==> config.mk <==
export PLATFORM = sky130hd
export DESIGN_NAME = sobel_ctrl
export DESIGN_NICKNAME = d
export VERILOG_FILES = /design/src/sv/sobel_pkg.sv /design/src/sv/sobel_ctrl.sv
export SDC_FILE = /design/constraint.sdc
export NUM_CORES = 1
export LEC_CHECK = 0
export BUFFER_PORTS_ARGS = -buffer_cell sky130_fd_sc_hd__buf_2
export CORE_AREA = 2 2 39 41
export CTS_CLUSTER_DIAMETER = 60
export DETAILED_ROUTE_END_ITERATION = 10
export DIE_AREA = 0 0 41 43
export HOLD_SLACK_MARGIN = 0.1
export MAX_ROUTING_LAYER = met4
export RECOVER_POWER = 50
export SLEW_MARGIN = 40
export SYNTH_ARGS = -nofsm -noshare
export SYNTH_HDL_FRONTEND = slang
export SYNTH_SLANG_ARGS = --single-unit
==> constraint.sdc <==
create_clock -name clk_i -period 1 [get_ports clk_i]
set_input_delay 0.05 -clock clk_i [delete_from_list [all_inputs] [get_ports clk_i]]
set_output_delay 0.05 -clock clk_i [all_outputs]
set_load 0.02 [all_outputs]
==> src/sv/sobel_pkg.sv <==
package sobel_pkg;

  typedef enum logic [1:0] {
    ST_IDLE,
    ST_LOAD,
    ST_CALC,
    ST_OUT
  } sobel_state_e;

  typedef struct packed {
    logic take;
    logic load;
    logic calc;
    logic emit;
  } sobel_cmd_t;

  typedef struct packed {
    logic has_result;
    logic calc_done;
  } sobel_sts_t;

  localparam logic [10:0] WidthReset  = 11'd640;
  localparam logic [12:0] HeightReset = 13'd480;
  localparam logic        RegWidth    = 1'b0;
  localparam logic        RegHeight   = 1'b1;

endpackage

==> src/sv/sobel_ctrl.sv <==
module sobel_ctrl
  import sobel_pkg::*;
(
  input  logic       clk_i,
  input  logic       rst_ni,
  input  logic       in_valid_i,
  output logic       in_stall_o,
  output logic       out_valid_o,
  input  logic       out_stall_i,
  input  sobel_sts_t sts_i,
  output sobel_cmd_t cmd_o
);

  sobel_state_e state_q, state_d;

  always_ff @(posedge clk_i or negedge rst_ni) begin
    if (!rst_ni) begin
      state_q <= ST_IDLE;
    end else begin
      state_q <= state_d;
    end
  end

  always_comb begin
    state_d = state_q;
    unique case (state_q)
      ST_IDLE: if (in_valid_i) state_d = ST_LOAD;
      ST_LOAD: state_d = sts_i.has_result ? ST_CALC : ST_IDLE;
      ST_CALC: if (sts_i.calc_done) state_d = ST_OUT;
      ST_OUT:  if (!out_stall_i) state_d = ST_IDLE;
      default: state_d = ST_IDLE;
    endcase
  end

  always_comb begin
    cmd_o       = '0;
    in_stall_o  = 1'b1;
    out_valid_o = 1'b0;
    unique case (state_q)
      ST_IDLE: begin
        in_stall_o = 1'b0;
        cmd_o.take = in_valid_i;
      end
      ST_LOAD: cmd_o.load = 1'b1;
      ST_CALC: cmd_o.calc = 1'b1;
      ST_OUT: begin
        out_valid_o = 1'b1;
        cmd_o.emit  = !out_stall_i;
      end
      default: ;
    endcase
  end

endmodule

=== After elaboration in Yosys (flattened, before gate mapping) ===
Cells that the tools add are included.

* Bits in registers: 2
* Input port bits: 6
* Output and inout bits: 6
* Logic and storage cells: 21

* Equal/unequal tests: 6
* Muxes and demuxes: 11
* Reduce and logical (&&, ||, !) cells: 3

{| class="wikitable"
|+ Operator list
! operator !! number
|-
| 2-bit 2-to-1 mux || 4
|-
| 2-bit one-hot mux with 4 select lines || 1
|-
| 1-bit 2-to-1 mux || 6
|-
| 2-bit inequality test (second input constant) || 3
|-
| 2-bit == test (second input constant) || 2
|-
| 3-bit AND reduction || 1
|-
| 2-bit by 1-bit == test with 1-bit output (second input constant) || 1
|-
| 2-bit zero test || 1
|-
| 1-bit zero test || 1
|}

=== Depth between registers and ports, before layout ===
Gate-level depths: netlist of run 1.

* Depth in word-level cells: 3
* Gate-level depth with buffers: 2
* Mapped depth without buffers: 2

=== Worst setup path after synthesis of run 1 ===
OpenSTA, ideal clock, no wires.

* Kind: register to output
* Start point: reg state_q[0]
* End point: out cmd_o[3] (netlist bit)
* Arrival: 1.041 ns
* Data required time: 0.950 ns
* Slack: -0.091 ns
* Cell stages (with the launch flop): 3
* Cells stage by stage: dfrtp_1 -> or2_1 -> nor2_1

{| class="wikitable"
|+ RTL lines
! what !! RTL line !! source
|-
| start, declared || sobel_ctrl.sv:14 || <nowiki>sobel_state_e state_q, state_d;</nowiki>
|-
| start signal, assigned || sobel_ctrl.sv:20 || <nowiki>state_q <= state_d;</nowiki>
|-
| end, declared || sobel_ctrl.sv:11 || <nowiki>output sobel_cmd_t cmd_o</nowiki>
|}

==> out/qor.csv, run 1 <==
metric;value;unit
track_usage;5.24;%
final_cell_area;320;sq um
cp-end-kind;primary output;
clk_latency;0.22;ns
row_count;14;
drc_errors;0;
peakVddDrop;0.000493;V
core_area;0.00138;sq mm
cts_tree;done;
worst_slack;-0.129;ns
comb_power_share;67.0;%
holdPathEnd;state_q[0]$_DFFE_PN0P_;
path_clk_slew;0.03;ns
fin_skew;0.00324;ns
ys_seq_area_share;41.7;%
finalSetupViolCount;5;
grt_overflow_total;0;
gp_congestion;0.562;
power.density;3180;mW/mm^2
port_buffers;11;
ys_async_sr_fraction;100;%
crit_arrival;1.08;ns
violations;setup timing;
drtAntennaViolNets;0;
fin_crit_sh;113;%
min_from;sts_i[0];
antennaDiodeCount;0;
clock_path_buffers;2;
rsz0062_at_grt;yes;
critPathKind;reg -> out;
hold_depth;3;
synth_edf_count;0;
max_freq;886;MHz
antenna_found_initial;0;
via_per_inst;3.49;
pwr-share-seq;15.9;%
syn_inst;13;
p_total;1020;uW
p_int;634;uW
p_switching;385;uW
synth_top_area_cell;dfrtp_1;
switching_share;37.8;%
synth_nets;19;
ys.flop_type;dfrtp_1;
die_w;41;um
path_max_fanout;3;
fin_hold_ws;0.126;ns
hold_class;in -> reg;
vias;171;
regToRegEndpoint;state_q[0]$_DFFE_PN0P_;
drive_above_1_share;54.5;%
drv_slew;0;
drtIter0Drc;0;
required;0.95;ns
dieArea;0.00176;sq mm
dr.pass1.iters;1;
worstMarginPinSlew;0.123;ns
synth_top_area_share;41.7;%
ys_seq_elements;2;
cts_sinks;2;
postSynthAreaPerCell;9.24;sq um
numCtsBuffers;3;
layout.nets;41;
clockRootBuffer;clkbuf_4;
reg2reg_setup_slack;0.05;ns
initial_core_util;8.68;%
areaGrowthSynthToFinish;167;%
hold_viol_final;0;
yosysUniqueCellTypes;11;
min_period;1.13;ns
grt_pass1_wl;565;um
r2r_cells;3;
synthTopCellsByArea;dfrtp_1 (42%), mux2i_1 (8.3%), and3b_1 (7.3%);
wirelength;388;um
grt_max_degree;6;
drv_cap;0;
synth_common_cells;dfrtp_1 (2), nor2_1 (2);
dpl-instance-area;210;sq um
h-tree-depth;1;
maxSlewHeadroom;91.6;%
dp_hpwl;273;um
grt_pass1_vias;181;
start_kind;register;
syn_area;120;sq um
wire_per_inst;7.92;um
yosys_warnings;0;
die_y;43;um
clock_power_share;17.1;%
boundaryPins;12;
outcome;complete, but fails checks;
p_leak;0.000160;uW
## placed cells by master, fill, tap and decap left out, types with 2 or more instances in the layout
cell	netlist	routed
dfrtp_1	2	2
buf_2	0	4
buf_4	0	2
buf_6	0	7
clkbuf_4	0	3
dlygate4sd3_1	0	3
## power groups by stage
stage / logic [uW] / registers (uW) / clock network (uW)
after floorplan: 277 / 168 / 0
after global placement: 437 / 169 / 0
after detailed placement: 439 / 168 / 0
after CTS: 632 / 157 / 188
after global routing: 736 / 167 / 187
final: 682 / 162 / 174
## through the flow
| stage | worst slack [ns] | utilization [%] | setup TNS, ns | cells |
|---|---|---|---|---|
| after floorplan | 0.0315 | - | 0 | 13 |
| after global placement | 0.0249 | 15.2 | 0 | 41 |
| after detailed placement | 0.0196 | 15.2 | 0 | 41 |
| after CTS | -0.135 | 22.3 | -0.615 | 49 |
| after global routing | -0.177 | 23.1 | -0.760 | 49 |
| final | -0.129 | 23.1 | -0.573 | 49 |
## worst max-delay path by stage
stage                                 startpoint           to  cells past startpoint
after CTS                               register  out_valid_o                      3
after global routing                    register     cmd_o[2]                      3
after detailed placement                register     cmd_o[3]                      3
final                     state_q[0]$_DFFE_PN0P_     cmd_o[3]                      3
after floorplan           state_q[0]$_DFFE_PN0P_     cmd_o[3]                      2
after global placement                  register     cmd_o[3]                      3
## logic make-up (layout without fill, tap and decap cells)
| kind of cell | after synthesis | after routing | synth area share [%] |
|---|---|---|---|
| compound gates | 2 | 2 | 11.5 |
| buf+inv | 1 | 21 | 3.12 |
| flops | 2 | 2 | 41.7 |
| mux | 1 | 1 | 8.33 |
| simple gates | 7 | 7 | 35.4 |
## layer usage
metal	part of all wire, %	vias up	GRT usage, %
li1	-	86	-
met1	32	78	3.19
met2	60	7	9.06
met3	7.7	0	0
met4	0	0	8.00
met5	0	-	-
## layout make-up
cell class,instances,area [sq um]
clock buffers,3,22.5
fillers,157,1060
well taps,16,20.0
flip-flops and latches,2,50.0
multi-input cells,10,76.3
inverters,1,3.75
repair buffers,17,148
## critical path, cell delays in order, from the launching register on
cell and delay, ns:
dfrtp_1 0.39, or2_4 0.28, nor2_4 0.08, buf_6 0.11
## timing repair
item                       4_1_cts  5_1_grt
gates resized for setup         10        4
setup endpoints to repair        6        6
buffers inserted                 2        0
cloned                           0        0
hold endpoints to repair         4        0
pin swaps                        1        1
hold buffers                     3        0
No activity file was read; power rests on OpenSTA's default activity.
==> run 2, diff against run 1 <==
ABC_AREA = 1   (was default)
CTS_CLUSTER_SIZE = 40   (was default)
==> run 2 against run 1 <==
Against the previous run:
- the run still ends with setup timing left
- global-route usage up 0.94 points
- sequential power grew 20%
- clock skew down 0.00058 ns
- fmax grew 4.6%
- cell count increased by 20%
- clock-buffer cell count did not move
- wire length rose by 9.0%
- sequential cell count unchanged
- synthesized cell count is 77% higher
==> out/qor.csv, run 2 <==
metric;value;unit
antennaDiodeCount;0;
worstMarginPinSlew;0.128;ns
outcome;complete, but fails checks;
start_kind;register;
dr.pass1.iters;1;
yosys_warnings;0;
wl_met2;258;um
drive_above_1_share;60.5;%
drv_cap;0;
track_usage;6.17;%
comb_power_share;67.9;%
gp_congestion;0.649;
worst_slack;-0.0788;ns
wire_per_inst;7.17;um
crit_arrival;1.03;ns
die_w;41;um
ys_seq_area_share;36.7;%
syn_area;136;sq um
drv_slew;0;
fin_crit_sh;108;%
finalSetupViolCount;4;
syn_inst;23;
dp_hpwl;297;um
hold_class;in -> reg;
layout_common_cells;nand2_1 (6), buf_4 (6), inv_1 (5), buf_2 (5), clkbuf_4 (3);
maxSlewHeadroom;91.5;%
row_count;14;
numCtsBuffers;3;
path_clk_slew;0.03;ns
layout.nets;51;
drt-met1-wl;141;um
ys.flop_type;dfrtp_1;
p_int;662;uW
synth_top_area_cell;dfrtp_1;
required;0.95;ns
synth_nets;29;
multiInputGateArea;88.8;sq um
reg2reg_setup_slack;0.04;ns
power.density;3380;mW/mm^2
h-tree-depth;1;
synth_top_area_share;36.7;%
p_switching;497;uW
grt_pass1_wl;648;um
met3RoutedLength;23;um
cp-end-kind;primary output;
pwr-share-seq;16.7;%
wirelength;423;um
areaGrowthSynthToFinish;151;%
path_max_fanout;5;
clk_latency;0.22;ns
yosysMostFrequentCell;nand2_1;
rsz0062_at_grt;yes;
clock_power_share;15.4;%
antenna_found_initial;0;
yosysUniqueCellTypes;8;
ys_async_sr_fraction;100;%
final_cell_area;343;sq um
die_y;43;um
grt_overflow_total;0;
core_area;0.00138;sq mm
dp_cells;50;
final_cells;59;
grt_pass1_vias;207;
drc_errors;0;
switching_share;42.9;%
via_per_inst;3.54;
critPathKind;reg -> out;
synth_edf_count;0;
top_layer_used;met3;
drtAntennaViolNets;0;
synth_common_cells;nand2_1 (7), inv_1 (6), nor2_1 (4);
cts_tree;done;
p_leak;0.000184;uW
postSynthAreaPerCell;5.93;sq um
peakVddDrop;0.000641;V
synthTopCellsByArea;dfrtp_1 (37%), nand2_1 (19%), inv_1 (17%);
fin_skew;0.00267;ns
drtIter0Drc;0;
violations;setup timing;
clockRootBuffer;clkbuf_4;
port_buffers;11;
cts_sinks;2;
dpl-instance-area;221;sq um
vias;209;
ys_seq_elements;2;
boundaryPins;12;
grt_max_degree;6;
dieArea;0.00176;sq mm
initial_core_util;9.86;%
max_freq;927;MHz
clock_path_buffers;2;
nFillCells;164;
hold_viol_final;0;
min_period;1.08;ns
regArea;52.6;sq um
[run 2: logic make-up after synthesis]
logic type | Yosys count | synth area share (%)
compound gates | 1 | 3.67
buf+inv | 6 | 16.5
flops | 2 | 36.7
simple gates | 14 | 43.1
[run 2: worst max-delay path, stage by stage, from the launching register on]
cell and delay (ns):
dfrtp_2 0.42, nor2_2 0.14, inv_2 0.05, nor2_2 0.06, buf_4 0.13
[run 2: area by class of cell]
cell class              count  area share, %
multi-input cells          15           25.9
clock buffers               3           6.57
repair buffers             17           39.8
well taps                  16           5.84
flip-flops and latches      2           15.3
inverters                   6           6.57
[run 2: worst paths after layout]
path                                              from                          to  cells past startpoint
worst min-delay path                       out_stall_i      state_q[0]$_DFFE_PN0P_                      3
worst max-delay path                          register                    cmd_o[3]                      4
worst max register to register  state_q[0]$_DFFE_PN0P_                    register                      6
min in group asynchronous                       rst_ni      state_q[0]$_DFFE_PN0P_                      2
worst min register to register                register                    register                      3
max in group asynchronous                       rst_ni  asynchronous set/reset pin                      2
[run 2: power by group through the flow]
stage | clock (uW) | combinational [uW] | sequential (uW)
after CTS | 194 | 706 | 198
final | 178 | 787 | 194
after floorplan | 0 | 329 | 187
after detailed placement | 0 | 459 | 199
after global placement | 0 | 456 | 197
after global routing | 195 | 855 | 203
[run 2: repair_timing]
| action | in CTS | in global routing |
|---|---|---|
| endpoints found under the hold margin | 3 | 0 |
| resized for setup | 9 | 5 |
| hold buffers | 2 | 0 |
| setup buffers | 3 | 1 |
| pin swaps | 3 | 0 |
| setup endpoints to repair | 6 | 8 |
[run 2: through the flow]
| step | total power, uW | setup slack [ns] | TNS (ns) | util, % | hold WS, ns |
|---|---|---|---|---|---|
| 2_1_floorplan | 516 | 0.0174 | 0 | - | -0.246 |
| 3_3_place_gp | 653 | 0.0436 | 0 | 16.0 | -0.165 |
| 3_5_place_dp | 658 | 0.0361 | 0 | 16.0 | -0.160 |
| 4_1_cts | 1100 | -0.106 | -0.267 | 23.2 | 0.122 |
| 5_1_grt | 1250 | -0.121 | -0.515 | 24.8 | 0.122 |
| 6_report | 1160 | -0.0788 | -0.210 | 24.8 | 0.109 |
[run 2: layer usage]
layer	GRT usage (%)	vias to the layer above
met3	2.09	0
met4	8.00	0
met5	-	-
met2	9.69	5
met1	4.18	96
li1	-	108
==> run 3, diff against run 2 <==
SETUP_SLACK_MARGIN = 0.1   (was default)
==> run 3 against run 2 <==
Against the previous run:
- sequential cell count unchanged
- register-to-register slack lost 0.05 ns
- sequential power grew 7%
- highest routed layer unchanged
- setup slack better by 0.0026 ns
- the flow still finishes with violations (setup timing)
- worst hold slack worse by 0.0062 ns
==> out/qor.csv, run 3 (synthesized netlist as in run 2, its figures left out) <==
metric;value;unit
port_buffers;11;
clockRootBuffer;clkbuf_4;
final_common_cell;buf_2;
cts_tree;done;
critPathKind;reg -> out;
die_y;43;um
cts_sinks;2;
antennaDiodeCount;0;
via_per_inst;3.55;
dr.pass1.iters;2;
boundaryPins;12;
drive_above_1_share;65.9;%
gp_congestion;0.649;
p_switching;532;uW
fin_crit_sh;108;%
wire_per_inst;8.05;um
max_freq;929;MHz
dieArea;0.00176;sq mm
p_int;654;uW
dp_slack;0.0542;ns
wirelength;483;um
drtAntennaViolNets;0;
post-route-util;25.3;%
maxSlewHeadroom;90.4;%
drv_cap;0;
nFillCells;166;
grt_max_degree;7;
layout_common_cells;buf_2 (6), nand2_1 (5), inv_1 (4), buf_4 (4), buf_6 (4);
vias;213;
required;0.95;ns
clk_latency;0.23;ns
switching_share;44.8;%
regArea;52.6;sq um
areaGrowthSynthToFinish;157;%
clock_power_share;16.9;%
path_clk_slew;0.04;ns
numCtsBuffers;3;
hold_class;in -> reg;
start_kind;register;
multiInputGateArea;100;sq um
drc_errors;0;
rsz0062_at_grt;yes;
die_w;41;um
comb_power_share;65.7;%
drv_slew;0;
clock_path_buffers;2;
grt_pass1_wl;641;um
p_leak;0.000183;uW
drtIter0Drc;4;
antenna_found_initial;0;
worst_slack;-0.0762;ns
crit_arrival;1.03;ns
cpMostUsedCell;nor2_4;
layout.nets;51;
row_count;14;
fin_skew;0.0104;ns
worstMarginPinSlew;0.144;ns
cp-end-kind;primary output;
power.density;3380;mW/mm^2
cp_cell_sequence;nor2_4 -> inv_2 -> nor2_4 -> buf_6;
track_usage;5.76;%
slowest_stage;dfrtp_2;
finalSetupViolCount;6;
core_area;0.00138;sq mm
path_max_fanout;5;
h-tree-depth;1;
grt_pass1_vias;192;
grt_overflow_total;0;
outcome;complete, but fails checks;
peakVddDrop;0.000755;V
violations;setup timing;
slowest_delay;0.44;ns
hold_viol_final;0;
initial_core_util;9.86;%
p_total;1190;uW
min_period;1.08;ns
pwr-share-seq;17.4;%
==> run 3: layout make-up <==
type                            count  share of cell area (%)
Tap cell                           16                    5.71
Clock buffer                        4                    7.50
Inverter                            6                    6.43
Timing Repair Buffer               17                    36.8
Sequential cell                     2                    15.0
Multi-Input combinational cell     15                    28.6
==> run 3: through the flow <==
| stage | cells | hold WS (ns) | area (sq um) | setup TNS [ns] |
|---|---|---|---|---|
| final | 60 | 0.103 | 350 | -0.218 |
| after global routing | 60 | 0.106 | 350 | -0.616 |
| after CTS | 57 | 0.105 | 307 | -0.307 |
| after detailed placement | 50 | -0.159 | 228 | 0 |
| after global placement | 50 | -0.165 | 228 | 0 |
| after floorplan | 23 | -0.246 | 153 | 0 |
==> run 3: power by group through the flow <==
stage	clock, uW	sequential, uW	combinational [uW]
finish	200	207	779
global route	224	217	844
CTS	216	192	624
detailed placement	0	205	473
global placement	0	207	469
floorplan	0	194	344
==> run 3: routing by layer <==
| metal | GRT usage [%] | up-vias | share of wire (%) |
|---|---|---|---|
| met3 | 2.09 | 0 | 8.3 |
| met1 | 6.11 | 99 | 30 |
| met2 | 7.50 | 5 | 61 |
| met4 | 6.00 | 0 | 0 |
| met5 | - | - | 0 |
| li1 | - | 109 | - |
==> run 3: path summary, 6_finish.rpt <==
kind                                                   end  cells after the start  slack (ns)        start
min in group asynchronous           state_q[0]$_DFFE_PN0P_                      2        0.14       rst_ni
worst max register to register                    register                      6       -0.01     register
max in group asynchronous       asynchronous set/reset pin                      2        0.70       rst_ni
worst max-delay path                              cmd_o[3]                      4       -0.08     register
worst min register to register                    register                      3        0.62     register
worst min-delay path                state_q[0]$_DFFE_PN0P_                      3        0.10  out_stall_i
==> run 3: repair_timing <==
action / in CTS / in global routing
hold endpoints to repair: 3 / 0
pin swaps: 0 / 3
endpoints found under the setup margin: 8 / 8
cloned: 0 / 0
setup buffers: 1 / 3
hold buffers: 2 / 0
gates resized for setup: 10 / 6
==> run 3: worst max-delay path, delay by kind of cell, from the launching register on <==
kind	cells	cell delay (ns)
buffers and inverters	2	0.16
DFF	1	0.44
and+or+nand+nor	2	0.20
